===== src/rtl/set_assoc_tag_store_lru_unit_macros.svh =====
// Assertion macros shared by the tag store RTL.
// No dependencies; include with the bare file name inside a module body.
`ifndef SET_ASSOC_TAG_STORE_LRU_UNIT_MACROS_SVH
`define SET_ASSOC_TAG_STORE_LRU_UNIT_MACROS_SVH

// Same-cycle implication, disabled while reset is held.
`define SATLRU_ASSERT_NOW(label, clk, rst_n, ante, cons, msg) \
    label: assert property (@(posedge clk) disable iff (!rst_n) (ante) |-> (cons)) \
        else $error(msg);

// Next-cycle implication, disabled while reset is held.
`define SATLRU_ASSERT_NEXT(label, clk, rst_n, ante, cons, msg) \
    label: assert property (@(posedge clk) disable iff (!rst_n) (ante) |=> (cons)) \
        else $error(msg);

`endif


===== src/rtl/satlru_ram.sv =====
// Generic single-write, single-read RAM with a registered read port.
// No dependencies.
module satlru_ram #(
    parameter int WIDTH = 8,
    parameter int DEPTH = 2
) (
    input  logic                     i_clk,
    input  logic                     i_we,
    input  logic [$clog2(DEPTH)-1:0] i_waddr,
    input  logic [WIDTH-1:0]         i_wdata,
    input  logic                     i_re,
    input  logic [$clog2(DEPTH)-1:0] i_raddr,
    output logic [WIDTH-1:0]         o_rdata
);

    logic [WIDTH-1:0] r_mem [DEPTH];
    logic [WIDTH-1:0] r_rdata;

    always_ff @(posedge i_clk) begin
        if (i_we) begin
            r_mem[i_waddr] <= i_wdata;
        end
        if (i_re) begin
            r_rdata <= r_mem[i_raddr];
        end
    end

    assign o_rdata = r_rdata;

endmodule


===== config.mk =====
export PLATFORM = sky130hd
export DESIGN_NAME = satlru_ram
export DESIGN_NICKNAME = d
export VERILOG_FILES = /design/src/rtl/set_assoc_tag_store_lru_unit_macros.svh /design/src/rtl/satlru_ram.sv
export SDC_FILE = /design/constraint.sdc
export NUM_CORES = 1
export LEC_CHECK = 0
export BUFFER_PORTS_ARGS = -buffer_cell sky130_fd_sc_hd__buf_2
export CAP_MARGIN = 10
export CORE_MARGIN = 4
export CORE_UTILIZATION = 45
export CTS_BUF_LIST = sky130_fd_sc_hd__clkbuf_4 sky130_fd_sc_hd__clkbuf_8
export DETAILED_ROUTE_END_ITERATION = 8
export PLACE_DENSITY = 0.69
export SLEW_MARGIN = 5
export SYNTH_ARGS = -nofsm -noshare
export SYNTH_HDL_FRONTEND = slang
export SYNTH_SLANG_ARGS = --single-unit

===== constraint.sdc =====
create_clock -name i_clk -period 2 [get_ports i_clk]
set_input_delay 0.5 -clock i_clk [delete_from_list [all_inputs] [get_ports i_clk]]
set_output_delay 0.5 -clock i_clk [all_outputs]
set_load 0.05 [all_outputs]

* Word-level counts from Yosys, hierarchy flattened *
Memory sizes are Yosys's and may differ from the RTL's. A register that Yosys moved wholly into a read port is not among the register bits.
Cells that the tools add are included.

cells by class
  multiplexer cells = 2

operators with widths
  kind     number
  $mux W1  2

storage, ports and cells
  word-level logic and storage cells = 3
  memory bits (writable) = 16
  output and inout bits = 8
  register bits after elaboration = 0
  memories = 1

memories
  name   depth  width  read ports  clocked after Yosys merged registers in  write ports  RTL line          text
  r_mem  2      8      1           1                                        1            satlru_ram.sv:16  logic [WIDTH-1:0] r_mem [DEPTH];

* Depth between registers and ports, before layout *
Gate-level depths: netlist of the first run.

  word-level depth = 2
  gate-level depth with buffers = 2
  mapped depth without buffers = 1

* Least setup slack after synthesis of the first run *
No wires, ideal clock.

  path kind = input-to-reg
  start = input i_we
  end = memory r_mem[0][0] (enable)
  cell stages on the path = 1
  setup slack = 707 ps
  required time = 1627 ps
  arrival time = 920 ps
  library setup time = 373 ps
  cells stage by stage = nor2b_1

on the way
  longest elaborated chain between the ends = 2

RTL lines
  element                        RTL line          text
  start: declaration             satlru_ram.sv:8   input logic i_we,
  $mux W1                        satlru_ram.sv:20  if (i_we) begin
  $mux W1 (not written as such)  satlru_ram.sv:21  r_mem[i_waddr] <= i_wdata;
  end: declaration               satlru_ram.sv:16

No other way between the ends.

* Worst setup path in the final report of the first run *
  start = register r_rdata[0], in the netlist o_rdata[0] (read register of r_mem)
  end = output o_rdata[0]

RTL lines
  element             RTL line          text
  start: declaration  satlru_ram.sv:17  logic [WIDTH-1:0] r_rdata;
  end: declaration    satlru_ram.sv:13  output logic [WIDTH-1:0] o_rdata

No word-level cell between the ends.

==> run_results.csv, run 1 <==
group,metric,value,unit
global_routing,grt_pass1_wl,1520,um
clocking,cts_tree,"done",
finish,antennaDiodeCount,0,
logic_synthesis,synth_seq_area_share,83.4,%
hold_path,hp-class,"in2reg",
finish,fillers,156,
setup_path,critPathCaptureType,"output port",
pwr,p_int,0.703,mW
timing,period_minus_slack,1380,ps
clocking,clock-sinks,24,
setup_path,worstPathRequired,1500,ps
pwr,powerDensity,882,nW/um2
placement,routabilityCongestion,0.655,
finish,fin_nets,73,
timing,hold_viol,0,
setup_path,critical-path-max-stage-delay,340,ps
placement,numPortBuffers,20,
finish,mostFrequentLayoutCells,"edfxtp_1, buf_2, mux2_4",
timing,rsz0062_at_grt,"no",
logic_synthesis,syn-num-nets,48,
run,drv_cap,0,
setup_path,crit_type,"reg2out",
finish,final_layout_size_suffix_gt1_share,55.2,%
clocking,root_buffer,"clkbuf_4",
pwr,max-vdd-ir-drop,0.000589,V
finish,layout_commonest_cell,"edfxtp_1",
setup_path,critPathLaunchType,"register",
pwr,power_leakage,0.397,nW
route,wire_per_inst,11.7,um
pwr,switching_share,21.4,%
route,drt_iter0_markers,3,
die,coreArea,1760,um2
setup_path,cp_num_cells,1,
setup_path,cp.buffers_inverters,1,
timing,min_period_over_period,68.9,%
route,dr.pass1.iters,2,
die,rows,15,
clocking,clock_path_buffers,2,
clocking,clk_pin_slew,110,ps
logic_synthesis,syn_area_per_cell,24.7,um2
global_routing,antenna_found_initial,0,
die,io_pins,21,
timing,final-setup-viol-count,0,
hold_path,holdPathStages,1,
placement,place_area,992,um2
status,status,"completed",
route,num_vias,370,
global_routing,grt_max_degree,13,
clocking,cts-htree-levels,1,
logic_synthesis,synth_seq_cells,24,
global_routing,grtUsageTotal,8.03,%
pwr,pwr-share-seq,67.2,%
die,die_area,2690,um2
clocking,cts_resized,0,
setup_path,worstPathArrival,880,ps
timing,finalSetupTns,0,ps
pwr,power_switching,0.192,mW
die,initial_core_util,49.0,%
setup_path,critPathSlowestCell,"edfxtp_1",
setup_path,r2r.worst_path.cells,1,
clocking,clock_latency,290,ps
pwr,finalPower,0.895,mW
setup_path,crit_family,"flip-flops",
finish,finalNonFillerCells,83,
timing,max_freq,725,MHz
pwr,clkPwrFrac,20.9,%
timing,relSlewSlack,76.3,%
die,fp.dieH,51.8,um
route,vias_per_cell,4.46,
finish,areaGrowthSynthToFinish,17.4,%
timing,finClkSkew,0.573,ps
pwr,combPwrFrac,11.9,%
logic_synthesis,netlist_instances,35,
die,fp.dieW,51.8,um
route,ant_nets,0,
setup_path,worstPathMaxFanout,1,
logic_synthesis,synth_warnings,0,
global_routing,grt_overflow,0,
setup_path,crit_chain,"buf_2",
finish,stdcell_area,1010,um2
timing,worst_slew_pin_slew,356,ps
logic_synthesis,synth_area,865,um2
clocking,cts_buffers,3,
route,wirelength,974,um
clocking,cts_setup_buffers,0,
route,drc,0,
timing,drv_slew,0,
clocking,cts_hold_buf,0,
global_routing,grt_pass1_vias,368,
logic_synthesis,synth_cell_types,5,
placement,placed_cells,80,
==> power groups by stage <==
stage               logic, mW  clock network (mW)  registers [mW]
finish                  0.107               0.187           0.601
global route            0.113               0.215           0.605
CTS                     0.108               0.199           0.602
detailed placement      0.108                   0           0.614
global placement        0.105                   0           0.613
floorplan              0.0344                   0           0.655
==> cell usage after synthesis (all sizes together) <==
cell type | count | area, um2
and2 | 1 | 6.26
buf | 1 | 11.3
edfxtp | 24 | 721
mux2 | 8 | 120
nor2b | 1 | 6.26
==> flip-flops by register name (all words and copies together), names as in the netlist <==
| name | cells |
|---|---|
| r_mem | 16 |
| o_rdata | 8 |
==> logic make-up (layout without fill, tap and decap cells) <==
| kind of cell | count (synthesis) | after routing | synth area share (%) |
|---|---|---|---|
| flip-flops | 24 | 24 | 83.4 |
| multiplexers | 8 | 8 | 13.9 |
| AND/OR/NAND/NOR | 2 | 2 | 1.45 |
| buffers and inverters | 1 | 24 | 1.30 |
==> stage by stage <==
step                      hold WS [ps]  utilization (%)  setup WS (ps)
after floorplan                    527                -            707
after global placement             531             56.2            686
after detailed placement           535             56.2            664
after CTS                          377             57.5            598
after global routing               369             57.5            566
final                              390             57.5            621
==> layer usage <==
metal,up-vias,GRT usage [%],wire (um),share of wire [%]
met2,19,13.4,456,47
li1,186,-,-,-
met3,0,2.58,78,8.0
met5,-,0,0,0
met1,165,9.23,439,45
met4,0,3.93,0,0
==> path summary, 6_finish.rpt <==
path                         start                     to  slack, ps
min                     i_wdata[3]  r_mem[0][3]$_DFFE_PP_        390
max           o_rdata[0]$_DFFE_PP_             o_rdata[0]        620
max reg2reg  r_mem[0][7]$_DFFE_PP_   o_rdata[7]$_DFFE_PP_       1100
min reg2reg  r_mem[0][4]$_DFFE_PP_   o_rdata[4]$_DFFE_PP_        560
==> cell type report <==
cell class	instances	area, um2	share of cell area, %
Multi-Input combinational cell	10	133	13.1
Clock buffer	3	22.5	2.22
Sequential cell	24	721	71.0
Timing Repair Buffer	21	108	10.6
Tap cell	25	31.3	3.08
Note: power is estimated with default switching activity, not from simulation.
==> inputs of run 2 (changes only) <==
--- a/config.mk
+++ b/config.mk
@@ -11,7 +11,7 @@
 export CORE_UTILIZATION = 45
 export CTS_BUF_LIST = sky130_fd_sc_hd__clkbuf_4 sky130_fd_sc_hd__clkbuf_8
 export DETAILED_ROUTE_END_ITERATION = 8
-export PLACE_DENSITY = 0.69
+export PLACE_DENSITY = 0.72
 export SLEW_MARGIN = 5
 export SYNTH_ARGS = -nofsm -noshare
 export SYNTH_HDL_FRONTEND = slang
==> constraint.sdc (replaced) <==
create_clock -name i_clk -period 1.23 [get_ports i_clk]
set_input_delay 0.3075 -clock i_clk [delete_from_list [all_inputs] [get_ports i_clk]]
set_output_delay 0.3075 -clock i_clk [all_outputs]
set_load 0.05 [all_outputs]
==> run_results.csv, run 2 (synthesis gave the netlist of run 1 again) <==
group,metric,value,unit
placement,routabilityCongestion,0.633,
timing,max_freq,848,MHz
setup_path,cp.buffers_inverters,1,
pwr,power_switching,0.323,mW
finish,fin_util,59.1,%
finish,mostFrequentLayoutCells,"edfxtp_1, buf_2, mux2_4",
clocking,clock_path_buffers,2,
setup_path,critPathCaptureType,"output port",
route,vias_per_cell,4.31,
clocking,clock-sinks,24,
timing,worst_slew_pin_slew,363,ps
route,drt_iter0_markers,3,
timing,relSlewSlack,75.8,%
route,drc,0,
finish,regMostFlops,"r_mem",
die,initial_core_util,49.0,%
finish,fin_nets,73,
timing,final-setup-viol-count,0,
finish,areaGrowthSynthToFinish,20.6,%
die,fp.dieW,51.8,um
placement,numPortBuffers,20,
die,die_area,2690,um2
pwr,pwr-share-seq,66.2,%
timing,min_period_over_period,95.8,%
finish,fillers,150,
finish,multi_input_area,133,um2
timing,rsz0062_at_grt,"no",
global_routing,grt_overflow,0,
global_routing,grtUsageTotal,8.47,%
die,io_pins,21,
timing,finalSetupTns,0,ps
finish,layout_commonest_cell,"edfxtp_1",
global_routing,antenna_found_initial,0,
die,rows,15,
pwr,powerDensity,1420,nW/um2
setup_path,crit_chain,"buf_4",
timing,hold_viol,0,
pwr,combPwrFrac,12.6,%
pwr,max-vdd-ir-drop,0.000796,V
run,drv_cap,0,
clocking,clk_pin_slew,110,ps
timing,setup_ws,51.4,ps
placement,place_ws,86.8,ps
finish,area.sequential,721,um2
hold_path,hp-class,"in2reg",
clocking,root_buffer,"clkbuf_4",
route,dr.pass1.iters,4,
status,status,"completed",
timing,period_minus_slack,1180,ps
pwr,power_leakage,0.406,nW
setup_path,critical-path-max-stage-delay,380,ps
setup_path,worstPathMaxFanout,1,
global_routing,grt_max_degree,13,
clocking,clock_latency,300,ps
global_routing,grt_pass1_wl,1610,um
clocking,cts_resized,0,
finish,largest_register_ffs,16,
die,coreArea,1760,um2
clocking,cts-htree-levels,1,
setup_path,worstPathArrival,870,ps
clocking,cts_setup_buffers,0,
global_routing,grt_pass1_vias,390,
clocking,cts_tree,"done",
pwr,clkPwrFrac,21.2,%
setup_path,critPathSlowestCell,"edfxtp_1",
timing,finClkSkew,0.758,ps
setup_path,worstPathRequired,920,ps
route,ant_nets,0,
route,num_vias,358,
route,wirelength,1020,um
clocking,cts_buffers,3,
route,wire_per_inst,12.3,um
clocking,cts_hold_buf,0,
pwr,p_int,1.16,mW
finish,final_layout_size_suffix_gt1_share,55.2,%
finish,antennaDiodeCount,0,
setup_path,crit_family,"flip-flops",
pwr,switching_share,21.8,%
setup_path,critPathLaunchType,"register",
die,fp.dieH,51.8,um
timing,drv_slew,0,
setup_path,crit_type,"reg2out",
run 2: through the flow:
| stage | hold WS, ps | power, mW | cell area [um2] | cells |
|---|---|---|---|---|
| floorplan | 406 | 1.12 | 865 | 35 |
| global placement | 496 | 1.17 | 992 | 80 |
| detailed placement | 499 | 1.17 | 992 | 80 |
| CTS | 177 | 1.48 | 1010 | 83 |
| global route | 171 | 1.54 | 1040 | 83 |
| finish | 189 | 1.48 | 1040 | 83 |
run 2: layout make-up:
class                   count  area share [%]
well taps                  25            3.00
flip-flops and latches     24            69.1
multi-input cells          10            12.7
repair buffers             21            13.0
clock buffers               3            2.16
run 2: worst paths after layout:
| kind | start | endpoint | slack [ps] | depth (start not counted) |
|---|---|---|---|---|
| setup reg to reg | r_mem[0][4]$_DFFE_PP_ | o_rdata[4]$_DFFE_PP_ | 320 | 1 |
| setup / recovery | o_rdata[4]$_DFFE_PP_ | o_rdata[4] | 50 | 1 |
| hold reg to reg | r_mem[1][2]$_DFFE_PP_ | o_rdata[2]$_DFFE_PP_ | 560 | 1 |
| hold / removal | i_wdata[1] | r_mem[0][1]$_DFFE_PP_ | 190 | 1 |
run 2: per-layer routing:
layer	vias up	GRT usage, %	wire, um
met5	-	0	0
met4	0	3.93	0
met3	0	2.87	87
met2	17	13.8	514
met1	157	10.0	421
li1	184	-	-
run 2: power by group through the flow:
stage	clock network, mW	registers [mW]	logic, mW
6_report	0.314	0.980	0.186
3_3_place_gp	0	0.996	0.172
2_1_floorplan	0	1.07	0.0559
5_1_grt	0.355	0.985	0.197
3_5_place_dp	0	0.998	0.175
4_1_cts	0.330	0.979	0.175
